[src/rtl/core/tcprb_pkg.sv]
// ----------------------------------------------------------------------------
// tcprb_pkg
// Shared constants, types and helpers of the retransmit ring buffer.
// ----------------------------------------------------------------------------
`default_nettype none

package tcprb_pkg;

  localparam int RING_DEPTH = 1024;
  localparam int MAX_BURST  = 64;

  localparam int PTR_W   = $clog2(RING_DEPTH);
  localparam int CNT_W   = $clog2(RING_DEPTH + 1);
  localparam int N_W     = $clog2(MAX_BURST + 1);
  localparam int SUM_W   = PTR_W + 1;
  localparam int DATA_W  = 8;
  localparam int FUNC_W  = 2;
  localparam int COUNT_W = 7;

  localparam int JQ_DEPTH = 4;
  localparam int OQ_DEPTH = 4;

  typedef enum logic [FUNC_W-1:0] {
    FN_WRITE = 2'd0,
    FN_READ  = 2'd1,
    FN_SEND  = 2'd2,
    FN_ACK   = 2'd3
  } func_t;

  typedef enum logic [1:0] {
    JOB_NONE,
    JOB_WRITE,
    JOB_READ
  } job_kind_t;

  typedef struct packed {
    job_kind_t         kind;
    logic [PTR_W-1:0]  addr;
    logic [DATA_W-1:0] data;
    logic [N_W-1:0]    n;
    logic              acc;
    logic [CNT_W-1:0]  free_cnt;
    logic [CNT_W-1:0]  wait_cnt;
  } job_t;

  // p + k modulo the ring depth, k at most the ring depth
  function automatic logic [PTR_W-1:0] ptr_add(input logic [PTR_W-1:0] p,
                                               input logic [CNT_W-1:0] k);
    logic [SUM_W-1:0] sum;
    sum = SUM_W'(p) + SUM_W'(k);
    if (sum >= SUM_W'(RING_DEPTH)) begin
      sum = sum - SUM_W'(RING_DEPTH);
    end
    return sum[PTR_W-1:0];
  endfunction

endpackage

`default_nettype wire

[src/rtl/core/tcprb_jobq.sv]
// ----------------------------------------------------------------------------
// tcprb_jobq
// Small FIFO of decoded jobs between the front end and the back end.
// ----------------------------------------------------------------------------
`default_nettype none

module tcprb_jobq (
  input  wire logic            clk,
  input  wire logic            rst_n,
  input  wire logic            push,
  input  wire tcprb_pkg::job_t push_job,
  output logic                 full,
  input  wire logic            pop,
  output tcprb_pkg::job_t      head_job,
  output logic                 empty
);

  localparam int AW = $clog2(tcprb_pkg::JQ_DEPTH);
  localparam int CW = $clog2(tcprb_pkg::JQ_DEPTH + 1);

  tcprb_pkg::job_t q_r [tcprb_pkg::JQ_DEPTH];
  logic [AW-1:0]   wp_r, wp_nxt;
  logic [AW-1:0]   rp_r, rp_nxt;
  logic [CW-1:0]   cnt_r, cnt_nxt;
  logic            do_push, do_pop;

  assign full     = (cnt_r == CW'(tcprb_pkg::JQ_DEPTH));
  assign empty    = (cnt_r == '0);
  assign head_job = q_r[rp_r];
  assign do_push  = push && !full;
  assign do_pop   = pop && !empty;

  always_comb begin
    wp_nxt  = wp_r;
    rp_nxt  = rp_r;
    cnt_nxt = cnt_r;
    if (do_push) begin
      wp_nxt = (32'(wp_r) == tcprb_pkg::JQ_DEPTH - 1) ? '0 : wp_r + AW'(1);
    end
    if (do_pop) begin
      rp_nxt = (32'(rp_r) == tcprb_pkg::JQ_DEPTH - 1) ? '0 : rp_r + AW'(1);
    end
    if (do_push && !do_pop) begin
      cnt_nxt = cnt_r + CW'(1);
    end else if (do_pop && !do_push) begin
      cnt_nxt = cnt_r - CW'(1);
    end
  end

  always_ff @(posedge clk) begin
    if (!rst_n) begin
      wp_r  <= '0;
      rp_r  <= '0;
      cnt_r <= '0;
    end else begin
      wp_r  <= wp_nxt;
      rp_r  <= rp_nxt;
      cnt_r <= cnt_nxt;
    end
  end

  always_ff @(posedge clk) begin
    if (do_push) begin
      q_r[wp_r] <= push_job;
    end
  end

  a_cnt_range: assert property (@(posedge clk) disable iff (!rst_n)
    32'(cnt_r) <= tcprb_pkg::JQ_DEPTH)
    else $error("job queue count out of range");

  a_ptr_gap: assert property (@(posedge clk) disable iff (!rst_n)
    (cnt_r == '0) || (cnt_r == CW'(tcprb_pkg::JQ_DEPTH)) |-> wp_r == rp_r)
    else $error("job queue pointers disagree with count");

  a_cnt_step: assert property (@(posedge clk) disable iff (!rst_n)
    do_push && !do_pop |=> cnt_r == $past(cnt_r) + CW'(1))
    else $error("job queue count missed a push");

endmodule

`default_nettype wire

[config.mk]
export PLATFORM = sky130hd
export DESIGN_NAME = tcprb_jobq
export DESIGN_NICKNAME = d
export VERILOG_FILES = /design/src/rtl/core/tcprb_pkg.sv /design/src/rtl/core/tcprb_jobq.sv
export SDC_FILE = /design/constraint.sdc
export NUM_CORES = 1
export LEC_CHECK = 0
export ABC_AREA = 1
export BUFFER_PORTS_ARGS = -buffer_cell sky130_fd_sc_hd__clkbuf_2
export CAP_MARGIN = 20
export CORE_ASPECT_RATIO = 0.75
export CORE_UTILIZATION = 55
export CTS_CLUSTER_DIAMETER = 120
export DETAILED_ROUTE_END_ITERATION = 8
export PLACE_DENSITY_LB_ADDON = 0.08
export SYNTH_ARGS = -nofsm -noshare
export SYNTH_HDL_FRONTEND = slang
export SYNTH_SLANG_ARGS = --single-unit
[constraint.sdc]
create_clock -name clk -period 3.7 [get_ports clk]
set_input_delay 0.74 -clock clk [delete_from_list [all_inputs] [get_ports clk]]
set_output_delay 0.74 -clock clk [all_outputs]
set_load 0.02 [all_outputs]
# Yosys cells after proc, flatten, opt, wreduce, memory -nomap -nowiden
# Memories as Yosys holds them, arrays and structs flattened. A register that Yosys moved wholly into a read port is not among the register bits.
# Cells that the tools add are included.
# classes
addsub	4
magnitude_cmp	0
mul	0
eq_ne	3
n_reduce_logical	10
n_div	0
mux	8
bitwise	0
n_shift	0
# op_table
cell	count
$mux W2	4
$mux W3	2
$add A2 B1 Y2 const B	2
$eq A2 B2 Y1 const B	2
$logic_and A1 B1 Y1	4
$logic_not A1 Y1	4
$add A3 B1 Y3 const B	1
$eq A3 B3 Y1 const B	1
$logic_not A3 Y1	1
$sub A3 B1 Y3 const B	1
$mux W1	2
$reduce_bool A2 Y1	1
# word_totals
memories	1
latch_bits	0
ramBits	200
wordCells	29
regBits	7
in_bits	54
mem_bits_ro	0
out_inout_bits	52
# mem_list
name	depth	word_bits	read_ports	rd_clocked_by_memory_dff	wr	line_no	text
q_r	4	50	1	1	1	tcprb_jobq.sv:21	tcprb_pkg::job_t q_r [tcprb_pkg::JQ_DEPTH];

# Longest topological paths before layout
# Gate-level depths: netlist (run 1).
# depth
word_depth	7
ltp_mapped	13
ltp_nobuf	13

# Worst setup path after synthesis (run 1)
# Ideal clock, no wire load.
# synth_timing
path_kind	input port to flip-flop
start	input push
end	memory q_r[0][0] in the netlist's numbering, enable pin
arrival_ns	2.933
slack_ns	0.309
setup_time_ns	0.458
path_buffers	0
required_ns	3.242
stages	2
path_cell_list	nand2_2 nor2_1
# synth_between
elab_chain_len	3
# synth_lines
element	line_no	text
start: declaration	tcprb_jobq.sv:10	input wire logic push,
$logic_and A1 B1 Y1	tcprb_jobq.sv:30	assign do_push = push && !full;
$mux W1	tcprb_jobq.sv:63	if (do_push) begin
$mux W1 (not written as such)	tcprb_jobq.sv:64	q_r[wp_r] <= push_job;
end: declaration	tcprb_jobq.sv:21	
# Every way passes these cells.

==> out/qor.json, run 1 <==
{
  "synth_compound_gate_area_share_pct": 10.4,
  "cts_setup_buffers": 0,
  "cts.reportedPaths.clkPinSlew_ns": 0.06,
  "via_count_of_the_first_global_routing_pass": 4502,
  "cts_sink_cnt": 209,
  "antenna_violating_nets_post_route": 0,
  "n_fill_cell": 1028,
  "finalMaxSlewViolations": 0,
  "finalHoldViolCount": 0,
  "yosys.cell_count.top_type": "edfxtp_1",
  "syn_nets": 616,
  "dr_wl_cell_um": 17.5,
  "fmax_mhz": 340,
  "n_antenna_cell": 0,
  "fin_setup_tns_ns": 0,
  "rows": 37,
  "multi_input_area_um2": 1480,
  "number_of_port_buffers": 105,
  "post-layout-total-power_mw": 6.83,
  "post_synth_top_area_cell": "edfxtp_1",
  "tritoncts.num_buffers": 20,
  "fin_nets": 718,
  "place_congestion": 0.754,
  "post_route_skew_ns": 0.0180,
  "global_route.usage.total_pct": 20.4,
  "cell_leakage_power_nw": 3.28,
  "crit_type": "register to primary output",
  "final_critical_path_setup_slack_ns": 0.761,
  "placed_area_um2": 8580,
  "start_util_pct": 57.6,
  "timing.critical_path.to": "head_job[31]",
  "fin_util_pct": 65.6,
  "detailroute.via_count": 4681,
  "drcViolationCount": 0,
  "largest_net_degree_at_the_start_of_global_routing": 101,
  "floorplan.die_area_um2": 15100,
  "fraction_of_final_layout_cells_sized_beyond_drive_strength_1_pct": 21.9,
  "post-route-min-period_ns": 2.94,
  "cts_tree": "yes",
  "grt_remaining_overflow": 0,
  "synth_seq_cells": 209,
  "yosysWarnings": 0,
  "maxSlewHeadroom_pct": 35.9,
  "pwr_density_cell_nw_per_um2": 745,
  "largest_family_of_logic_cells_by_synthesized_area": "compound AO/OA/AOI/OAI gates",
  "worst_r2r_path_depth": 9,
  "timing.critical_path.arrival_ns": 2.20,
  "core_area_um2": 14000,
  "ctsHoldBuffers": 0,
  "htreeDepth": 1,
  "synth_sequential_area_ratio_pct": 76.9,
  "cts-root-to-sink-buffers": 3,
  "rsz0062_at_grt": "false",
  "synth_simple_gate_area_share_pct": 6.45,
  "worst_r2r_endpoint": "cnt_r[1]$_SDFFE_PN0P_",
  "synthesis.area_per_instance_um2": 14.5,
  "design_area_um2": 9170,
  "critPathCaptureType": "primary output",
  "netlist_instances": 555,
  "timing.reg2reg.setup_slack_ns": 1.70,
  "drv.max_cap_violation_count": 0,
  "ys.flop_type": "edfxtp_1",
  "first_pass_grt_wire_length_mm": 23.5,
  "worst_skew_pair.late_latency_ns": 0.49,
  "dieWidth_um": 142,
  "number_of_synthesized_flops_with_an_enable_pin": 200,
  "final-setup-viol-count": 0,
  "place_worst_setup_slack_ns": 1.26,
  "ir_drop_mv": 0.463,
  "final.period_utilization_pct": 79.4,
  "dp_hpwl_mm": 8.09,
  "die_height_um": 107,
  "grt_antenna_before_repair": 0,
  "hp-class": "primary input to register",
  "post_synth_instance_area_um2": 8050,
  "post_cts_resize_count": 0,
  "regArea_um2": 6190,
  "synth-async-reset-ratio_pct": 0,
  "synth_xor_xnor_area_share_pct": 0,
  "initialDrtViolationCount": 293,
  "synth_mux_area_share_pct": 0,
  "ranking_of_synthesized_cells_by_area": "edfxtp_1 75%, nor2_1 5.4%, o22ai_1 3.9%",
  "startpoint_type": "register",
  "ioPinCount": 106,
  "dr.pass1.iters": 5,
  "synth_adder_area_share_pct": 1.18,
  "synthDistinctLibCells": 24,
  "layout-area-overhead-vs-synth_pct": 13.9,
  "worst_ep_required_time_ns": 2.96,
  "root_buffer": "clkbuf_16",
  "worst_r2r_startpoint": "cnt_r[1]$_SDFFE_PN0P_",
  "drt_wl_total_mm": 15.2,
  "synthTopCellsByCount": "200 x edfxtp_1, 116 x nor2_1, 60 x o21ai_1, 50 x o22ai_1, 42 x o21ai_0",
  "status": "finished, final reports clean",
  "worstPathMaxFanout": 61,
  "yosysTopAreaCellShare_pct": 74.6,
  "via_cell_ratio": 5.41,
  "worst_slew_pin_slew_ns": 0.960
}
[stage by stage]
stage / std cells / hold slack, ns
after floorplan: 555 / 0.480
after global placement: 830 / 0.490
after detailed placement: 830 / 0.514
after CTS: 866 / 0.449
after global routing: 866 / 0.455
final: 866 / 0.463
[critical path, cell delays in order, from the launching register on]
cell	delay (ns)
dfxtp_4	0.79
buf_12	0.29
o21ai_0	0.11
o22ai_1	0.25
clkbuf_2	0.21
[worst min-delay path by stage]
stage	startpoint	end	cells past startpoint
4_1_cts	push_job[41]	q_r[1][41]$_DFFE_PP_	1
5_1_grt	push_job[25]	q_r[2][25]$_DFFE_PP_	1
3_5_place_dp	cnt_r[0]$_SDFFE_PN0P_	cnt_r[0]$_SDFFE_PN0P_	2
3_3_place_gp	cnt_r[0]$_SDFFE_PN0P_	cnt_r[0]$_SDFFE_PN0P_	2
2_1_floorplan	cnt_r[0]$_SDFFE_PN0P_	cnt_r[0]$_SDFFE_PN0P_	2
6_report	push_job[25]	q_r[2][25]$_DFFE_PP_	1
[cell usage in the layout (no fill, tap or decap)]
cell,Yosys,routed
nand4_1,1,1
inv_1,17,16
nor2_2,1,1
buf_12,5,1
nand3b_1,1,1
nor2_1,116,112
a21oi_1,2,2
o22ai_1,50,50
nand3_1,1,1
nand2_1,14,14
o21ai_0,42,42
nand2_2,1,1
clkinv_1,0,4
dfxtp_4,0,1
inv_12,1,1
dfxtp_2,0,1
clkinv_4,0,1
dfxtp_1,9,7
buf_4,5,5
edfxtp_1,200,200
clkbuf_16,0,21
nor2_4,0,4
fa_1,1,1
o21ai_1,60,60
inv_2,1,2
clkbuf_1,0,7
clkinv_2,0,3
clkbuf_2,0,105
ha_1,6,6
[final cells by class]
| cell class | instances | share of cell area [%] |
|---|---|---|
| multi-input combinational | 296 | 16.1 |
| clock inverter | 8 | 0.423 |
| inverter | 19 | 0.914 |
| tap | 195 | 2.66 |
| timing repair buffer | 111 | 6.36 |
| clock buffer | 28 | 6.02 |
| sequential | 209 | 67.5 |
[metal layers]
| metal | track usage (%) | wire, um | vias to the layer above |
|---|---|---|---|
| li1 | - | - | 2267 |
| met1 | 27.4 | 6590 | 2236 |
| met3 | 4.69 | 1220 | 25 |
| met2 | 33.7 | 7020 | 153 |
| met4 | 5.53 | 330 | 0 |
| met5 | 0 | 0 | - |
[kinds of logic (layout without fill, tap and decap cells)]
kind of cell               count (synthesis)  after routing
AOI/OAI and AO/OA                        154            154
adders and majority gates                  7              7
buffers and inverters                     50            166
DFF                                      209            209
and+or+nand+nor                          135            135
[where the power goes]
part / switching, mW / internal, mW
sequential: 0.139 / 2.89
combinational: 1.38 / 0.582
clock: 0.803 / 1.04
total: 2.32 / 4.51
[state kept, by name (all words and copies together) (netlist names), named ones only]
name   flops
wp_r       2
cnt_r      3
q_r      200
rp_r       2
Note: power is estimated with default switching activity, not from simulation.
==> run 2: changes to the inputs <==
- clock period: 3.7 -> 2.8 ns (I/O delays scaled with it)
==> run 2 against run 1 <==
Combinational power up 36%; global-route usage up 0.85 points; register-to-register slack worse by 0.90 ns; worst setup slack worse by 0.52 ns; die area unchanged; sequential power up 31%; non-clock buffer count up 5; critical endpoint is now head_job[46]; highest routed layer unchanged.
==> out/qor.json, run 2 (synthesis results as in run 1) <==
{
  "status": "finished, final reports clean",
  "design_area_um2": 9390,
  "detailroute.via_count": 4764,
  "largestRegisters": "q_r: 200 flops, cnt_r: 3 flops",
  "cts_tree": "yes",
  "number_of_port_buffers": 105,
  "post_route_skew_ns": 0.0101,
  "largest_reg_flops": 200,
  "hp-class": "primary input to register",
  "cell_leakage_power_nw": 3.39,
  "drv.max_cap_violation_count": 0,
  "worst_ep_required_time_ns": 2.24,
  "topRoutingLayerUsed": "met4",
  "mostFrequentLayoutCell": "edfxtp_1",
  "placed_area_um2": 8640,
  "cp_cell_sequence": "buf_6 -> o21ai_0 -> o22ai_1 -> clkbuf_2",
  "ioPinCount": 106,
  "worstPathMaxFanout": 31,
  "maxSlewHeadroom_pct": 70.5,
  "place_congestion": 0.747,
  "rows": 37,
  "startpoint_type": "register",
  "post-layout-total-power_mw": 9.62,
  "first_pass_grt_wire_length_mm": 24.4,
  "worst_r2r_startpoint": "cnt_r[1]$_SDFFE_PN0P_",
  "drt_wl_total_mm": 15.4,
  "final-setup-viol-count": 0,
  "finalMaxSlewViolations": 0,
  "die_height_um": 107,
  "dp_hpwl_mm": 8.48,
  "final_cell_mix": "200 x edfxtp_1, 112 x nor2_1, 105 x clkbuf_2, 60 x o21ai_1, 50 x o22ai_1",
  "antenna_violating_nets_post_route": 0,
  "cts_sink_cnt": 209,
  "ctsHoldBuffers": 0,
  "dr.pass1.iters": 5,
  "via_cell_ratio": 5.48,
  "core_area_um2": 14000,
  "cts.reportedPaths.clkPinSlew_ns": 0.06,
  "timing.reg2reg.setup_slack_ns": 0.80,
  "tritoncts.num_buffers": 20,
  "timing.critical_path.arrival_ns": 2.00,
  "htreeDepth": 1,
  "fmax_mhz": 390,
  "hold_path_depth": 1,
  "via_count_of_the_first_global_routing_pass": 4675,
  "worst_skew_pair.late_latency_ns": 0.48,
  "layout-area-overhead-vs-synth_pct": 16.6,
  "fin_setup_tns_ns": 0,
  "start_util_pct": 57.6,
  "finalHoldViolCount": 0,
  "rsz0062_at_grt": "false",
  "cts-root-to-sink-buffers": 3,
  "ir_drop_mv": 0.600,
  "whs_endpoint": "q_r[2][4]$_DFFE_PP_",
  "floorplan.die_area_um2": 15100,
  "timing.critical_path.slowest_stage_cell": "dfxtp_4",
  "global_route.usage.total_pct": 21.2,
  "drcViolationCount": 0,
  "grt_antenna_before_repair": 0,
  "route.layer.met1.wl_mm": 6.96,
  "post-route-min-period_ns": 2.56,
  "dieWidth_um": 142,
  "fraction_of_final_layout_cells_sized_beyond_drive_strength_1_pct": 23.1,
  "worst_slew_pin_slew_ns": 0.442,
  "initialDrtViolationCount": 343,
  "critPathCaptureType": "primary output",
  "pwr_density_cell_nw_per_um2": 1020,
  "hp-start": "push_job[4]",
  "worst_r2r_path_depth": 9,
  "root_buffer": "clkbuf_16",
  "dr_wl_cell_um": 17.7,
  "top_register": "q_r",
  "crit_type": "register to primary output",
  "fin_nets": 723,
  "met2_length_mm": 7.35,
  "largest_net_degree_at_the_start_of_global_routing": 101,
  "n_antenna_cell": 0,
  "cp_slowest_stage_delay_ns": 0.51,
  "grt_remaining_overflow": 0,
  "routed-wl-met3_um": 851,
  "worst_r2r_endpoint": "cnt_r[1]$_SDFFE_PN0P_",
  "final.period_utilization_pct": 91.5
}
-- run 2: through the flow --
step	hold WS [ns]	instances	utilization [%]	worst slack [ns]
after detailed placement	0.520	835	61.8	0.536
final	0.287	870	67.2	0.237
after CTS	0.275	870	67.1	0.0463
after global routing	0.284	870	67.2	0.153
after floorplan	0.480	555	-	-0.411
after global placement	0.489	835	61.8	0.571
-- run 2: timing repair --
action	CTS	global route
setup endpoints to repair	1	5
resized for setup	1	3
pin swaps	0	0
hold endpoints to repair	0	0
setup buffers	0	0
-- run 2: power breakdown --
| part | internal [mW] | switching [mW] |
|---|---|---|
| clock | 1.92 | 1.07 |
| sequential | 3.82 | 0.155 |
| combinational | 0.798 | 1.86 |
| total | 6.53 | 3.09 |
-- run 2: area by class of cell --
type                    instances  area [um^2]
repair buffers                116          649
well taps                     195          244
inverters                      19         86.3
flip-flops and latches        209         6190
multi-input cells             296         1480
clock buffers                  25          541
clock inverters                10          198
fillers                      1025         4590
-- run 2: routing by layer --
layer,GRT usage (%),vias to the layer above
met2,34.7,132
li1,-,2280
met5,0,-
met4,5.22,0
met1,29.7,2333
met3,4.06,19
-- run 2: worst max-delay path, delay by kind of cell (launching register included) --
kind,cells,cell delay [ns]
AO/OA/AOI/OAI,2,0.45
buffers and inverters,2,0.54
flip-flops,1,0.51
-- run 2: worst max-delay path by stage --
stage | to | slack, ns | cells after the start
after floorplan | q_r[0][0]$_DFFE_PP_ | -0.41 | 2
after global placement | head_job[47] | 0.57 | 4
after detailed placement | head_job[46] | 0.54 | 4
after CTS | head_job[14] | 0.05 | 5
after global routing | head_job[46] | 0.15 | 4
final | head_job[46] | 0.24 | 4
