### src/rtl/core/tcprb_pkg.sv
// ----------------------------------------------------------------------------
// tcprb_pkg
// Shared constants, types and helpers of the retransmit ring buffer.
// ----------------------------------------------------------------------------
`default_nettype none

package tcprb_pkg;

  localparam int RING_DEPTH = 1024;
  localparam int MAX_BURST  = 64;

  localparam int PTR_W   = $clog2(RING_DEPTH);
  localparam int CNT_W   = $clog2(RING_DEPTH + 1);
  localparam int N_W     = $clog2(MAX_BURST + 1);
  localparam int SUM_W   = PTR_W + 1;
  localparam int DATA_W  = 8;
  localparam int FUNC_W  = 2;
  localparam int COUNT_W = 7;

  localparam int JQ_DEPTH = 4;
  localparam int OQ_DEPTH = 4;

  typedef enum logic [FUNC_W-1:0] {
    FN_WRITE = 2'd0,
    FN_READ  = 2'd1,
    FN_SEND  = 2'd2,
    FN_ACK   = 2'd3
  } func_t;

  typedef enum logic [1:0] {
    JOB_NONE,
    JOB_WRITE,
    JOB_READ
  } job_kind_t;

  typedef struct packed {
    job_kind_t         kind;
    logic [PTR_W-1:0]  addr;
    logic [DATA_W-1:0] data;
    logic [N_W-1:0]    n;
    logic              acc;
    logic [CNT_W-1:0]  free_cnt;
    logic [CNT_W-1:0]  wait_cnt;
  } job_t;

  // p + k modulo the ring depth, k at most the ring depth
  function automatic logic [PTR_W-1:0] ptr_add(input logic [PTR_W-1:0] p,
                                               input logic [CNT_W-1:0] k);
    logic [SUM_W-1:0] sum;
    sum = SUM_W'(p) + SUM_W'(k);
    if (sum >= SUM_W'(RING_DEPTH)) begin
      sum = sum - SUM_W'(RING_DEPTH);
    end
    return sum[PTR_W-1:0];
  endfunction

endpackage

`default_nettype wire

### src/rtl/core/tcprb_front.sv
// ----------------------------------------------------------------------------
// tcprb_front
// Accepts items, clamps counts, advances the ring pointers and issues jobs.
// ----------------------------------------------------------------------------
`default_nettype none

module tcprb_front (
  input  wire logic                            clk,
  input  wire logic                            rst_n,
  input  wire logic                            accept,
  input  wire logic [tcprb_pkg::FUNC_W-1:0]    func,
  input  wire logic [tcprb_pkg::DATA_W-1:0]    data_byte,
  input  wire logic [tcprb_pkg::COUNT_W-1:0]   count,
  output tcprb_pkg::job_t                      job
);

  localparam int PW = tcprb_pkg::PTR_W;
  localparam int CW = tcprb_pkg::CNT_W;
  localparam int NW = tcprb_pkg::N_W;

  logic [PW-1:0] wr_ptr_r, wr_ptr_nxt;
  logic [PW-1:0] rel_ptr_r, rel_ptr_nxt;
  logic [PW-1:0] snd_ptr_r, snd_ptr_nxt;
  logic [CW-1:0] stored_r, stored_nxt;
  logic [CW-1:0] unacked_r, unacked_nxt;
  logic [CW-1:0] waiting;
  logic [CW-1:0] n_c;
  logic [CW-1:0] from_unacked;
  logic [NW-1:0] req;

  assign waiting = stored_r - unacked_r;

  always_comb begin
    req = (32'(count) > tcprb_pkg::MAX_BURST) ? NW'(tcprb_pkg::MAX_BURST) : NW'(count);
    wr_ptr_nxt   = wr_ptr_r;
    rel_ptr_nxt  = rel_ptr_r;
    snd_ptr_nxt  = snd_ptr_r;
    stored_nxt   = stored_r;
    unacked_nxt  = unacked_r;
    n_c          = '0;
    from_unacked = '0;
    job.kind     = tcprb_pkg::JOB_NONE;
    job.addr     = wr_ptr_r;
    job.data     = data_byte;
    job.acc      = 1'b0;
    unique case (tcprb_pkg::func_t'(func))
      tcprb_pkg::FN_WRITE: begin
        job.addr = wr_ptr_r;
        if (32'(stored_r) < tcprb_pkg::RING_DEPTH) begin
          job.acc    = 1'b1;
          job.kind   = tcprb_pkg::JOB_WRITE;
          wr_ptr_nxt = tcprb_pkg::ptr_add(wr_ptr_r, CW'(1));
          stored_nxt = stored_r + CW'(1);
        end
      end
      tcprb_pkg::FN_READ: begin
        job.addr     = rel_ptr_r;
        n_c          = (32'(req) < 32'(stored_r)) ? CW'(req) : stored_r;
        from_unacked = (n_c < unacked_r) ? n_c : unacked_r;
        rel_ptr_nxt  = tcprb_pkg::ptr_add(rel_ptr_r, n_c);
        stored_nxt   = stored_r - n_c;
        unacked_nxt  = unacked_r - from_unacked;
        if (n_c > from_unacked) begin
          snd_ptr_nxt = rel_ptr_nxt;
        end
        job.acc  = (n_c != '0);
        job.kind = (n_c != '0) ? tcprb_pkg::JOB_READ : tcprb_pkg::JOB_NONE;
      end
      tcprb_pkg::FN_SEND: begin
        job.addr    = snd_ptr_r;
        n_c         = (32'(req) < 32'(waiting)) ? CW'(req) : waiting;
        snd_ptr_nxt = tcprb_pkg::ptr_add(snd_ptr_r, n_c);
        unacked_nxt = unacked_r + n_c;
        job.acc     = (n_c != '0);
        job.kind    = (n_c != '0) ? tcprb_pkg::JOB_READ : tcprb_pkg::JOB_NONE;
      end
      tcprb_pkg::FN_ACK: begin
        n_c         = (32'(count) < 32'(unacked_r)) ? CW'(count) : unacked_r;
        rel_ptr_nxt = tcprb_pkg::ptr_add(rel_ptr_r, n_c);
        stored_nxt  = stored_r - n_c;
        unacked_nxt = unacked_r - n_c;
        job.acc     = (n_c != '0);
      end
      default: begin
        job.kind = tcprb_pkg::JOB_NONE;
      end
    endcase
    job.n        = (job.kind == tcprb_pkg::JOB_READ) ? NW'(n_c) : NW'(0);
    job.free_cnt = CW'(tcprb_pkg::RING_DEPTH) - stored_nxt;
    job.wait_cnt = stored_nxt - unacked_nxt;
  end

  always_ff @(posedge clk) begin
    if (!rst_n) begin
      wr_ptr_r  <= '0;
      rel_ptr_r <= '0;
      snd_ptr_r <= '0;
      stored_r  <= '0;
      unacked_r <= '0;
    end else if (accept) begin
      wr_ptr_r  <= wr_ptr_nxt;
      rel_ptr_r <= rel_ptr_nxt;
      snd_ptr_r <= snd_ptr_nxt;
      stored_r  <= stored_nxt;
      unacked_r <= unacked_nxt;
    end
  end

  a_stored_max: assert property (@(posedge clk) disable iff (!rst_n)
    32'(stored_r) <= tcprb_pkg::RING_DEPTH)
    else $error("stored count beyond ring depth");

  a_unacked_le: assert property (@(posedge clk) disable iff (!rst_n)
    unacked_r <= stored_r)
    else $error("unacked count beyond stored count");

  a_full_drop: assert property (@(posedge clk) disable iff (!rst_n)
    accept && (tcprb_pkg::func_t'(func) == tcprb_pkg::FN_WRITE) &&
    (32'(stored_r) == tcprb_pkg::RING_DEPTH) |=> $stable(stored_r) && $stable(wr_ptr_r))
    else $error("write into full ring changed state");

endmodule

`default_nettype wire

### config.mk
export PLATFORM = sky130hd
export DESIGN_NAME = tcprb_front
export DESIGN_NICKNAME = d
export VERILOG_FILES = /design/src/rtl/core/tcprb_pkg.sv /design/src/rtl/core/tcprb_front.sv
export SDC_FILE = /design/constraint.sdc
export NUM_CORES = 1
export LEC_CHECK = 0
export BUFFER_PORTS_ARGS = -buffer_cell sky130_fd_sc_hd__buf_2
export CAP_MARGIN = 20
export CORE_MARGIN = 2
export CORE_UTILIZATION = 59
export CTS_CLUSTER_SIZE = 28
export DETAILED_ROUTE_END_ITERATION = 10
export PLACE_DENSITY = 0.79
export SYNTH_ARGS = -nofsm -noshare
export SYNTH_HDL_FRONTEND = slang
export SYNTH_SLANG_ARGS = --single-unit
### constraint.sdc
create_clock -name clk -period 16.6 [get_ports clk]
set_input_delay 3.32 -clock clk [delete_from_list [all_inputs] [get_ports clk]]
set_output_delay 3.32 -clock clk [all_outputs]
set_load 0.03 [all_outputs]
---- Word-level counts from Yosys, hierarchy flattened ----
Cells that the tools add are included.
operators by class
  order comparisons ....................... 11
  multiplexer cells ....................... 23
  add/sub/neg operators ................... 17
  reductions and logical operators ........ 9
  equal/unequal tests ..................... 5
operator list
  kind                                                        count
  one-hot mux 11 bit (3 select lines)                         2
  subtractor 11 bit                                           6
  2-to-1 mux 11 bit                                           5
  2-to-1 mux 10 bit                                           5
  greater-or-equal comparator 11 bit (second input constant)  4
  one-hot mux 10 bit (2 select lines)                         2
  subtractor 10 x 1 -> 10 bit (second input constant)         4
  one-hot mux 12 bit (3 select lines)                         1
  adder 10 x 11 -> 11 bit                                     3
  < comparator 7 x 11 -> 1 bit                                3
  nonzero test 11 bit                                         3
  one-hot mux 7 bit (3 select lines)                          1
  2-to-1 mux 7 bit                                            2
  adder 10 x 1 -> 11 bit (second input constant)              1
  adder 11 x 1 -> 11 bit (second input constant)              1
  adder 11 bit                                                1
  > comparator 11 bit                                         1
  < comparator 11 bit                                         1
  < comparator 11 bit (second input constant)                 1
  subtractor 11 bit (first input constant)                    1
  > comparator 7 bit (second input constant)                  1
  equality test 2 bit (second input constant)                 3
  AND reduction 3 bit                                         2
  2-to-1 mux 2 bit                                            2
  other kinds (7)                                             9
word-level totals
  register bits ........................... 52
  output and inout bits ................... 50

---- Logic depth before layout (Yosys ltp) ----
Gate-level depths: netlist (run 1).
  depth in word-level cells ............... 9
  depth in mapped cells ................... 36

---- Least setup slack after synthesis (run 1) ----
No wires, ideal clock.
  kind .................................... input port to output port
  from .................................... in count[6] (netlist name)
  to ...................................... out job[10] (netlist name)
  required time ........................... 13.280 ns
  buffers on the path ..................... 3
  cell stages on the path ................. 34
  arrival ................................. 10.596 ns
  setup slack ............................. 2.684 ns
  cells stage by stage .................... clkbuf_1 > nor2b_1 > ha_1 > o21ai_0 > a31oi_1 > o2111ai_1 > a31oi_1 > clkbuf_1 > mux2_2 > ha_1 > nand4_1 > nor4b_1 > nand2_1 > a311o_1 > o211ai_1 > clkbuf_1 > mux2i_1 > nor2_1 > a21o_1 > inv_1 > ha_1 > nor2b_1 > o31a_1 > o21a_1 > o21a_1 > o21ai_0 > a21boi_0 > o21a_1 > or4_1 > o211ai_1 > ha_1 > and3_1 > a221oi_1 > xnor3_1
RTL lines
  item             RTL line           text
  start, declared  tcprb_front.sv:13  input wire logic [tcprb_pkg::COUNT_W-1:0] count,
  end, declared    tcprb_front.sv:14  output tcprb_pkg::job_t job

==> flow_results.xml, run 1 <==
<?xml version="1.0" encoding="UTF-8"?>
<metrics>
  <group name="routing">
    <metric name="postRouteAntennaNets" unit="">0</metric>
    <metric name="detailedRoute.firstPassIterationCount" unit="">5</metric>
    <metric name="wl" unit="µm">24200</metric>
    <metric name="routed_via_density" unit="">6.39</metric>
    <metric name="wire_per_inst" unit="µm">19.7</metric>
    <metric name="route.detailed.drc" unit="">0</metric>
    <metric name="via_count" unit="">7829</metric>
    <metric name="detailed_router_s_first_iteration_violation_count" unit="">919</metric>
  </group>
  <group name="global_routing">
    <metric name="gr_peak_layer" unit="">met2</metric>
    <metric name="global_route.usage.total" unit="">0.339</metric>
    <metric name="antenna_found_initial" unit="">0</metric>
    <metric name="grt_use_met3" unit="">0.0439</metric>
    <metric name="grt_overflow_total" unit="">0</metric>
    <metric name="grt_max_degree" unit="">51</metric>
    <metric name="gr-usage-met2" unit="">0.508</metric>
    <metric name="use_met1" unit="">0.500</metric>
    <metric name="first_global_vias" unit="">7089</metric>
    <metric name="grt_pass1_wl" unit="µm">38100</metric>
  </group>
  <group name="floorplanning">
    <metric name="die_boundary_width" unit="µm">118</metric>
    <metric name="die_area" unit="mm²">0.0140</metric>
    <metric name="initial_utilization" unit="">0.607</metric>
    <metric name="placementRows" unit="">41</metric>
    <metric name="die_height" unit="µm">118</metric>
    <metric name="core-area" unit="mm²">0.0127</metric>
    <metric name="pin_count" unit="">70</metric>
  </group>
  <group name="sta">
    <metric name="final_period_minus_worst_setup_slack" unit="ns">15.15</metric>
    <metric name="hold_violations" unit="">0</metric>
    <metric name="postLayoutSetupSlackWorst" unit="ns">1.45</metric>
    <metric name="worstMarginPinSlew" unit="ns">1.07</metric>
    <metric name="rsz0062_at_grt" unit="">false</metric>
    <metric name="clock-skew-final" unit="ns">0.00302</metric>
    <metric name="max-slew-margin-rel" unit="">0.285</metric>
    <metric name="setup-violations-final" unit="">0</metric>
    <metric name="finalMaxSlewViolations" unit="">0</metric>
    <metric name="setup-tns-final" unit="ns">0</metric>
    <metric name="final_min_period_over_clock_period" unit="">0.912</metric>
    <metric name="max_freq" unit="GHz">0.0660</metric>
  </group>
  <group name="cts">
    <metric name="postCtsSetupRepairBufs" unit="">0</metric>
    <metric name="cts-htree-levels" unit="">2</metric>
    <metric name="clock_sink_count" unit="">52</metric>
    <metric name="cts-buffers-inserted" unit="">5</metric>
    <metric name="clock-root-buffer" unit="">clkbuf_16</metric>
    <metric name="tritoncts_clock_tree" unit="">done</metric>
    <metric name="ctsHoldBuffers" unit="">0</metric>
    <metric name="worstSkewPairLatency" unit="ns">0.30</metric>
    <metric name="clkTransAtPathRegs" unit="ns">0.07</metric>
    <metric name="clk_path_buf_depth" unit="">2</metric>
    <metric name="postCtsResizedCells" unit="">0</metric>
  </group>
  <group name="pwr">
    <metric name="ir_drop" unit="mV">0.224</metric>
    <metric name="clock_network_fraction_of_total_power" unit="">0.119</metric>
    <metric name="p_comb_frac" unit="">0.721</metric>
    <metric name="p_sw" unit="mW">0.548</metric>
    <metric name="intPower" unit="mW">0.496</metric>
    <metric name="power_frac_seq" unit="">0.159</metric>
    <metric name="power_density_normalized_to_cell_area" unit="mW/mm²">127</metric>
    <metric name="power_leakage" unit="nW">3.73</metric>
    <metric name="power.switching_fraction" unit="">0.525</metric>
  </group>
  <group name="placed_design">
    <metric name="placed_cell_count" unit="">1218</metric>
    <metric name="post-place-ws" unit="ns">1.76</metric>
    <metric name="place.detailed.hpwl" unit="µm">18500</metric>
    <metric name="gp_congestion" unit="">1.02</metric>
    <metric name="io_buffers" unit="">53</metric>
    <metric name="placedInstanceArea" unit="mm²">0.00805</metric>
  </group>
  <group name="setup_path">
    <metric name="critPathMaxFanout" unit="">15</metric>
    <metric name="reg2reg_from" unit="">stored_r[0]</metric>
    <metric name="crit_path_max_incr_delay" unit="ns">0.84</metric>
    <metric name="worstReg2RegEnd" unit="">unacked_r[10]</metric>
    <metric name="startpoint" unit="">count[6]</metric>
    <metric name="timing_worst_setup_path_type" unit="">in2out</metric>
    <metric name="timing.critical_path.slowest_stage_cell" unit="">a31oi_1</metric>
    <metric name="timing.reg2reg.worst_path_depth" unit="">32</metric>
    <metric name="endpoint_kind" unit="">output pin</metric>
    <metric name="worst-r2r-setup-slack" unit="ns">8.01</metric>
    <metric name="cp.required" unit="ns">13.28</metric>
    <metric name="worst_setup_path_endpoint" unit="">job[10]</metric>
    <metric name="cp_data_arrival_time" unit="ns">11.83</metric>
    <metric name="start_kind" unit="">primary input</metric>
  </group>
  <group name="run">
    <metric name="cap_violations" unit="">0</metric>
  </group>
  <group name="outcome">
    <metric name="outcome" unit="">complete, no violations</metric>
  </group>
  <group name="final_layout">
    <metric name="final_layout_size_suffix_gt1_frac" unit="">0.0930</metric>
    <metric name="layout-area-overhead-vs-synth" unit="%">6.76</metric>
    <metric name="final_core_utilization" unit="">0.649</metric>
    <metric name="sequential_cell_area" unit="mm²">0.00104</metric>
    <metric name="final_cell_area" unit="mm²">0.00822</metric>
    <metric name="multi_input_area" unit="mm²">0.00620</metric>
    <metric name="post_layout_nonfiller_instances" unit="">1226</metric>
    <metric name="finish.net_count" unit="">1185</metric>
    <metric name="antenna-diode-count" unit="">0</metric>
    <metric name="fillcell_total" unit="">1199</metric>
  </group>
  <group name="yosys">
    <metric name="syn_area" unit="mm²">0.00770</metric>
    <metric name="ys_types" unit="">74</metric>
    <metric name="postSynthRegisterBits" unit="">52</metric>
    <metric name="dominantRegCellSynth" unit="">dfxtp_1</metric>
    <metric name="syn-mean-instance-area" unit="µm²">7.55</metric>
    <metric name="synth_cells" unit="">1020</metric>
    <metric name="seq_area_frac_synth" unit="">0.135</metric>
    <metric name="ys_async_sr_fraction" unit="">0</metric>
    <metric name="yosysWarningCount" unit="">0</metric>
    <metric name="synth-edff-count" unit="">0</metric>
  </group>
  <group name="min_path">
    <metric name="hp-class" unit="">reg2reg</metric>
  </group>
</metrics>
## worst min-delay path by stage
stage                 startpoint           end  slack, ns  cells past startpoint
CTS                 rel_ptr_r[4]  rel_ptr_r[4]       0.51                      2
global route        rel_ptr_r[4]  rel_ptr_r[4]       0.53                      2
finish              rel_ptr_r[4]  rel_ptr_r[4]       0.51                      2
global placement    rel_ptr_r[4]  rel_ptr_r[4]       0.49                      2
floorplan           rel_ptr_r[2]  rel_ptr_r[2]       0.47                      2
detailed placement  rel_ptr_r[4]  rel_ptr_r[4]       0.49                      2
## synthesized netlist by cell type (all sizes together), types with 7 or more instances
cell    instances  area share
o31a           10       0.012
o22ai          13       0.011
mux2i          41       0.053
a211oi         26       0.026
xnor2          51       0.058
nor2b          15       0.012
xor2           24       0.027
nor4           10      0.0081
o21bai         11       0.011
fa              7       0.018
mux2           10       0.015
nor2          113       0.055
clkbuf         35       0.017
a21oi          60       0.039
o21ai          43       0.028
a21o           19       0.019
o211ai         11       0.011
nand2          67       0.033
inv            69       0.034
a31oi           9      0.0073
nand3          18       0.012
buf            15       0.015
and3            9      0.0073
or3             7      0.0057
ha            105        0.17
a311oi          9       0.010
nor3           35       0.023
dfxtp          52        0.14
nand2b         16       0.013
nand4          11      0.0089
o21a           21       0.020
## sequential cells by signal, summed over array words and instances (netlist names)
| signal | count |
|---|---|
| snd_ptr_r | 10 |
| rel_ptr_r | 10 |
| wr_ptr_r | 10 |
| unacked_r | 11 |
| stored_r | 11 |
## layout by cell type, fill, tap and decap left out, drive strengths merged, types with 41 or more instances in the layout
cell	instances
xnor2	51
inv	70
ha	105
nor2	113
mux2i	41
dfxtp	52
o21ai	43
buf	62
nand2	67
a21oi	60
## metal layers
metal | wire [µm] | part of all wire
met4 | 607 | 0.025
met3 | 2390 | 0.099
met5 | 0 | 0
met1 | 10900 | 0.45
met2 | 10300 | 0.43
## through the flow
stage / total power [mW] / hold slack, ns
2_1_floorplan: 0.727 / 0.466
3_3_place_gp: 0.892 / 0.491
3_5_place_dp: 0.901 / 0.495
4_1_cts: 1.03 / 0.507
5_1_grt: 1.11 / 0.528
6_report: 1.04 / 0.514
## logic make-up (layout without fill, tap and decap cells)
logic type / Yosys count / in the layout / share of synthesized area
xor gates and xnor gates: 76 / 76 / 0.0883
muxes: 51 / 51 / 0.0684
AOI/OAI and AO/OA: 273 / 273 / 0.239
and+or+nand+nor: 329 / 329 / 0.205
buffers and inverters: 120 / 139 / 0.0668
other: 2 / 17 / 0.000976
adders and majority gates: 117 / 117 / 0.195
DFF: 52 / 52 / 0.135
## critical path, delay by kind of cell
family,cells,cell delay (ns)
compound gates,17,4.08
xor+xnor,1,0.44
fa+ha+maj,4,1.34
buf+inv,3,0.63
mux,1,0.28
simple gates,7,1.72
## area by class of cell
| type | instances | area share |
|---|---|---|
| clock buffers | 5 | 0.0152 |
| multi-input cells | 863 | 0.754 |
| well taps | 172 | 0.0262 |
| flip-flops and latches | 52 | 0.127 |
| inverters | 69 | 0.0315 |
| clock inverters | 3 | 0.00563 |
| repair buffers | 62 | 0.0405 |
## power by group through the flow
stage | clock network, mW | registers (mW) | logic, mW
3_5_place_dp | 0 | 0.167 | 0.735
4_1_cts | 0.125 | 0.164 | 0.742
5_1_grt | 0.130 | 0.167 | 0.817
6_report | 0.125 | 0.166 | 0.752
2_1_floorplan | 0 | 0.152 | 0.575
3_3_place_gp | 0 | 0.166 | 0.726
(Power assumes the default switching activity.)
==> run 2: changes to the inputs <==
RECOVER_POWER = 100   (was not set)
==> run 2 against run 1 <==
Compared with the run above: the run now ends with max-capacitance violations, max-slew violations left; routed wire length rose by 0.28%; final cell count stayed put; worst setup slack worse by 0.13 ns; die area did not move; first-iteration DRC count down 8.6%; final area shrank 0.81%; worst hold slack got worse by 0.0023 ns; via count fell by 0.14%; clock skew is essentially flat; count of clock-buffer cells in the layout unchanged; sequential power hardly changed; register-to-register slack worse by 0.35 ns; largest power group unchanged.
==> flow_results.xml, run 2 (synthesized netlist as in run 1, its figures left out) <==
<?xml version="1.0" encoding="UTF-8"?>
<metrics>
  <group name="sta">
    <metric name="setup-violations-final" unit="">0</metric>
    <metric name="worstMarginPinSlew" unit="ns">2.19</metric>
    <metric name="postLayoutSetupSlackWorst" unit="ns">1.32</metric>
    <metric name="hold_violations" unit="">0</metric>
    <metric name="max_freq" unit="GHz">0.0655</metric>
    <metric name="final_min_period_over_clock_period" unit="">0.920</metric>
    <metric name="final_period_minus_worst_setup_slack" unit="ns">15.28</metric>
    <metric name="finalMaxSlewViolations" unit="">47</metric>
    <metric name="rsz0062_at_grt" unit="">false</metric>
    <metric name="clock-skew-final" unit="ns">0.00302</metric>
    <metric name="setup-tns-final" unit="ns">0</metric>
    <metric name="max-slew-margin-rel" unit="">-0.458</metric>
  </group>
  <group name="run">
    <metric name="cap_violations" unit="">1</metric>
  </group>
  <group name="placed_design">
    <metric name="gp_congestion" unit="">1.02</metric>
    <metric name="post-place-ws" unit="ns">1.76</metric>
    <metric name="placedInstanceArea" unit="mm²">0.00805</metric>
    <metric name="io_buffers" unit="">53</metric>
    <metric name="place.detailed.hpwl" unit="µm">18500</metric>
  </group>
  <group name="global_routing">
    <metric name="global_route.usage.total" unit="">0.339</metric>
    <metric name="grt_pass1_wl" unit="µm">38100</metric>
    <metric name="antenna_found_initial" unit="">0</metric>
    <metric name="grt_max_degree" unit="">51</metric>
    <metric name="grt_overflow_total" unit="">0</metric>
    <metric name="first_global_vias" unit="">7089</metric>
  </group>
  <group name="setup_path">
    <metric name="critical_path.n_buffers_inverters" unit="">4</metric>
    <metric name="worst-r2r-setup-slack" unit="ns">7.66</metric>
    <metric name="timing.critical_path.slowest_stage_cell" unit="">a31oi_1</metric>
    <metric name="endpoint_kind" unit="">output pin</metric>
    <metric name="cp_data_arrival_time" unit="ns">11.96</metric>
    <metric name="crit_path_max_incr_delay" unit="ns">0.85</metric>
    <metric name="cpMostUsedCell" unit="">ha_1</metric>
    <metric name="critPathMaxFanout" unit="">15</metric>
    <metric name="timing.reg2reg.worst_path_depth" unit="">31</metric>
    <metric name="start_kind" unit="">primary input</metric>
    <metric name="critPathTopFamily" unit="">compound AO/OA/AOI/OAI gates</metric>
    <metric name="number_of_logic_stages_on_the_critical_path_including_buffering" unit="">34</metric>
    <metric name="cp.required" unit="ns">13.28</metric>
    <metric name="timing_worst_setup_path_type" unit="">in2out</metric>
  </group>
  <group name="floorplanning">
    <metric name="pin_count" unit="">70</metric>
    <metric name="placementRows" unit="">41</metric>
    <metric name="die_height" unit="µm">118</metric>
    <metric name="initial_utilization" unit="">0.607</metric>
    <metric name="core-area" unit="mm²">0.0127</metric>
    <metric name="die_boundary_width" unit="µm">118</metric>
    <metric name="die_area" unit="mm²">0.0140</metric>
  </group>
  <group name="pwr">
    <metric name="ir_drop" unit="mV">0.211</metric>
    <metric name="power_density_normalized_to_cell_area" unit="mW/mm²">126</metric>
    <metric name="power_leakage" unit="nW">3.60</metric>
  </group>
  <group name="outcome">
    <metric name="outcome" unit="">finished with violations</metric>
    <metric name="failed_checks" unit="">max-capacitance violations, max-slew violations</metric>
  </group>
  <group name="routing">
    <metric name="via_count" unit="">7818</metric>
    <metric name="wl" unit="µm">24200</metric>
    <metric name="detailed_router_s_first_iteration_violation_count" unit="">840</metric>
    <metric name="routed_via_density" unit="">6.38</metric>
    <metric name="postRouteAntennaNets" unit="">0</metric>
    <metric name="route.detailed.drc" unit="">0</metric>
    <metric name="detailedRoute.firstPassIterationCount" unit="">5</metric>
    <metric name="wire_per_inst" unit="µm">19.8</metric>
  </group>
  <group name="final_layout">
    <metric name="layout.cells.most_common" unit="">nor2_1</metric>
    <metric name="finish.net_count" unit="">1185</metric>
    <metric name="layout_common_cells" unit="">113 x nor2_1, 105 x ha_1, 69 x inv_1</metric>
    <metric name="final_core_utilization" unit="">0.643</metric>
    <metric name="antenna-diode-count" unit="">0</metric>
    <metric name="reg.largest.list" unit="">stored_r: 11 flops, unacked_r: 11 flops</metric>
    <metric name="final_layout_size_suffix_gt1_frac" unit="">0.0503</metric>
    <metric name="layout-area-overhead-vs-synth" unit="%">5.90</metric>
    <metric name="final_cell_area" unit="mm²">0.00815</metric>
  </group>
  <group name="cts">
    <metric name="clk_path_buf_depth" unit="">2</metric>
    <metric name="clock-root-buffer" unit="">clkbuf_16</metric>
    <metric name="worstSkewPairLatency" unit="ns">0.30</metric>
    <metric name="ctsHoldBuffers" unit="">0</metric>
    <metric name="tritoncts_clock_tree" unit="">done</metric>
    <metric name="postCtsResizedCells" unit="">0</metric>
    <metric name="postCtsSetupRepairBufs" unit="">0</metric>
    <metric name="clock_sink_count" unit="">52</metric>
    <metric name="clkTransAtPathRegs" unit="ns">0.07</metric>
    <metric name="cts-buffers-inserted" unit="">5</metric>
    <metric name="cts-htree-levels" unit="">2</metric>
  </group>
  <group name="min_path">
    <metric name="hp-class" unit="">reg2reg</metric>
    <metric name="hold_path_cells" unit="">2</metric>
  </group>
</metrics>
run 2: worst paths after layout:
path,startpoint,end
setup / recovery,count[6],job[10]
hold / removal,rel_ptr_r[4],rel_ptr_r[4]
setup reg to reg,unacked_r[0],unacked_r[10]
hold reg to reg,rel_ptr_r[4],rel_ptr_r[4]
run 2: per-layer routing:
| metal | part of all wire | vias to the layer above | global-route usage |
|---|---|---|---|
| met5 | 0 | - | 0 |
| met4 | 0.025 | 0 | 0.108 |
| met3 | 0.10 | 51 | 0.0439 |
| met2 | 0.42 | 399 | 0.508 |
| met1 | 0.45 | 3620 | 0.500 |
| li1 | - | 3748 | - |
run 2: worst min-delay path, stage by stage, from the launching register on:
cell and delay (ns):
dfxtp_1 0.35, nand2_1 0.07, a21oi_1 0.06
run 2: cell type report:
cell class / instances / area (µm²)
multi-input cells: 863 / 6190
fillers: 1227 / 4520
flip-flops and latches: 52 / 1040
repair buffers: 62 / 277
inverters: 69 / 259
well taps: 172 / 215
clock buffers: 5 / 125
clock inverters: 3 / 46.3
run 2: through the flow:
| stage | cells | power, mW | hold WS, ns |
|---|---|---|---|
| floorplan | 1035 | 0.727 | 0.466 |
| finish | 1226 | 1.03 | 0.512 |
| global placement | 1218 | 0.892 | 0.491 |
| global route | 1226 | 1.10 | 0.528 |
| detailed placement | 1218 | 0.901 | 0.495 |
| CTS | 1226 | 1.03 | 0.507 |
run 2: where the power goes:
part           total [mW]  switching (mW)  internal [mW]
clock network       0.125          0.0525         0.0721
registers           0.167          0.0298          0.137
logic               0.737           0.466          0.271
total                1.03           0.548          0.480
==> run 3: changes to the inputs <==
CORE_UTILIZATION = 56   (was 59)
clock period = 12.3 ns   (was 16.6 ns; I/O delays follow)
==> run 3 against run 2 <==
Compared with the run above: worst setup slack worse by 0.93 ns; critical path type unchanged; clock skew is 0.0063 ns higher; routed wire length decreased by 1.6%; final cell count is 2.4% higher; via count increased by 0.38%; the run now ends clean; power up 37%.
==> flow_results.xml, run 3 (synthesized netlist as in run 1, its figures left out) <==
<?xml version="1.0" encoding="UTF-8"?>
<metrics>
  <group name="sta">
    <metric name="max-slew-margin-rel" unit="">0.333</metric>
    <metric name="final_min_period_over_clock_period" unit="">0.968</metric>
    <metric name="postLayoutSetupSlackWorst" unit="ns">0.395</metric>
    <metric name="final_period_minus_worst_setup_slack" unit="ns">11.91</metric>
    <metric name="finalMaxSlewViolations" unit="">0</metric>
    <metric name="setup-violations-final" unit="">0</metric>
    <metric name="max_freq" unit="GHz">0.0840</metric>
    <metric name="worstMarginPinSlew" unit="ns">1.00</metric>
    <metric name="setup-tns-final" unit="ns">0</metric>
    <metric name="clock-skew-final" unit="ns">0.00935</metric>
    <metric name="hold_violations" unit="">0</metric>
  </group>
  <group name="pwr">
    <metric name="power_density_normalized_to_cell_area" unit="mW/mm²">167</metric>
    <metric name="intPower" unit="mW">0.670</metric>
    <metric name="p_comb_frac" unit="">0.736</metric>
    <metric name="clock_network_fraction_of_total_power" unit="">0.107</metric>
    <metric name="ir_drop" unit="mV">0.235</metric>
    <metric name="power_leakage" unit="nW">3.85</metric>
    <metric name="p_sw" unit="mW">0.743</metric>
    <metric name="power.switching_fraction" unit="">0.526</metric>
    <metric name="power_frac_seq" unit="">0.157</metric>
  </group>
  <group name="floorplanning">
    <metric name="die_area" unit="mm²">0.0147</metric>
    <metric name="placementRows" unit="">42</metric>
    <metric name="die_height" unit="µm">121</metric>
    <metric name="initial_utilization" unit="">0.577</metric>
    <metric name="die_boundary_width" unit="µm">121</metric>
    <metric name="core-area" unit="mm²">0.0133</metric>
    <metric name="pin_count" unit="">70</metric>
  </group>
  <group name="final_layout">
    <metric name="finish.net_count" unit="">1210</metric>
    <metric name="layout.cells.most_common" unit="">nor2_1</metric>
    <metric name="fillcell_total" unit="">1255</metric>
    <metric name="antenna-diode-count" unit="">0</metric>
    <metric name="layout-area-overhead-vs-synth" unit="%">9.82</metric>
    <metric name="layout_common_cells" unit="">113 x nor2_1, 104 x ha_1, 69 x inv_1</metric>
    <metric name="reg.largest.list" unit="">stored_r: 11 flops, unacked_r: 11 flops</metric>
    <metric name="final_layout_size_suffix_gt1_frac" unit="">0.123</metric>
  </group>
  <group name="setup_path">
    <metric name="critical_path.n_buffers_inverters" unit="">6</metric>
    <metric name="cp_data_arrival_time" unit="ns">9.45</metric>
    <metric name="critPathTopFamily" unit="">compound AO/OA/AOI/OAI gates</metric>
    <metric name="endpoint_kind" unit="">output pin</metric>
    <metric name="timing.critical_path.slowest_stage_cell" unit="">fa_1</metric>
    <metric name="cpMostUsedCell" unit="">buf_4</metric>
    <metric name="cp.required" unit="ns">9.84</metric>
    <metric name="start_kind" unit="">primary input</metric>
    <metric name="crit_path_max_incr_delay" unit="ns">0.45</metric>
    <metric name="critPathMaxFanout" unit="">6</metric>
    <metric name="timing_worst_setup_path_type" unit="">in2out</metric>
  </group>
  <group name="global_routing">
    <metric name="grt_pass1_wl" unit="µm">38200</metric>
    <metric name="first_global_vias" unit="">7281</metric>
    <metric name="grt_overflow_total" unit="">0</metric>
    <metric name="antenna_found_initial" unit="">2</metric>
    <metric name="global_route.usage.total" unit="">0.330</metric>
    <metric name="grt_max_degree" unit="">47</metric>
  </group>
  <group name="cts">
    <metric name="cts-buffers-inserted" unit="">5</metric>
    <metric name="tritoncts_clock_tree" unit="">done</metric>
    <metric name="worstSkewPairLatency" unit="ns">0.31</metric>
    <metric name="clk_path_buf_depth" unit="">2</metric>
    <metric name="clock_sink_count" unit="">52</metric>
    <metric name="clkTransAtPathRegs" unit="ns">0.08</metric>
    <metric name="cts-htree-levels" unit="">2</metric>
    <metric name="clock-root-buffer" unit="">clkbuf_16</metric>
  </group>
  <group name="routing">
    <metric name="detailed_router_s_first_iteration_violation_count" unit="">705</metric>
    <metric name="routed_via_density" unit="">6.25</metric>
    <metric name="route.detailed.drc" unit="">0</metric>
    <metric name="wire_per_inst" unit="µm">19.0</metric>
    <metric name="wl" unit="µm">23800</metric>
    <metric name="via_count" unit="">7848</metric>
    <metric name="postRouteAntennaNets" unit="">0</metric>
    <metric name="detailedRoute.firstPassIterationCount" unit="">6</metric>
  </group>
  <group name="placed_design">
    <metric name="post-place-ws" unit="ns">-0.0108</metric>
    <metric name="place.detailed.hpwl" unit="µm">18700</metric>
    <metric name="gp_congestion" unit="">1.02</metric>
    <metric name="io_buffers" unit="">53</metric>
  </group>
  <group name="outcome">
    <metric name="outcome" unit="">complete, no violations</metric>
  </group>
  <group name="run">
    <metric name="cap_violations" unit="">0</metric>
  </group>
  <group name="min_path">
    <metric name="hp-class" unit="">reg2reg</metric>
  </group>
</metrics>
==> run 3: path summary, 6_finish.rpt <==
path                                   start       endpoint  slack (ns)  depth (start not counted)
worst max-delay path                count[2]         job[9]        0.39                         34
worst min-delay path            rel_ptr_r[3]   rel_ptr_r[3]        0.51                          2
worst min register to register  rel_ptr_r[3]   rel_ptr_r[3]        0.51                          2
worst max register to register  unacked_r[1]  unacked_r[10]        4.21                         30
==> run 3: through the flow <==
stage / utilization / total power [mW] / instance area, µm² / cells / hold slack, ns
CTS: 0.626 / 1.38 / 8360 / 1251 / 0.510
global placement: 0.614 / 1.21 / 8200 / 1242 / 0.494
global route: 0.633 / 1.52 / 8450 / 1255 / 0.543
finish: 0.633 / 1.41 / 8450 / 1255 / 0.514
floorplan: - / 0.981 / 7750 / 1035 / 0.466
detailed placement: 0.614 / 1.22 / 8200 / 1242 / 0.499
==> run 3: worst register-to-register path, delay by kind of cell, from the launching register on <==
family	cells	cell delay [ns]
muxes	3	0.89
and+or+nand+nor	6	1.46
buffers and inverters	5	0.64
adders and majority gates	4	1.39
AOI/OAI and AO/OA	11	2.88
DFF	1	0.57
xor gates and xnor gates	1	0.20
==> run 3: what timing repair did <==
action / CTS / global route
setup buffers: 1 / 4
resized for setup: 0 / 24
hold buffers: 0 / 0
pin swaps: 1 / 8
setup endpoints to repair: 2 / 4
==> run 3: cell type report <==
cell class              instances  area, µm²  share of cell area
multi-input cells             863       6260               0.741
flip-flops and latches         52       1040               0.123
repair buffers                 87        522              0.0617
inverters                      69        259              0.0306
well taps                     176        220              0.0261
clock buffers                   5        125              0.0148
clock inverters                 3       22.5             0.00266
==> run 3: power groups by stage <==
stage               clock network (mW)  logic (mW)  registers (mW)
finish                           0.151        1.04           0.222
global route                     0.156        1.14           0.223
CTS                              0.152        1.01           0.219
detailed placement                   0        1.00           0.223
global placement                     0       0.991           0.222
floorplan                            0       0.777           0.205
==> run 3: routing by layer <==
metal | part of all wire | up-vias | GRT usage
li1 | - | 3802 | -
met1 | 0.44 | 3610 | 0.464
met2 | 0.43 | 355 | 0.497
met3 | 0.093 | 79 | 0.0653
met4 | 0.032 | 2 | 0.121
met5 | 0.00055 | - | 0
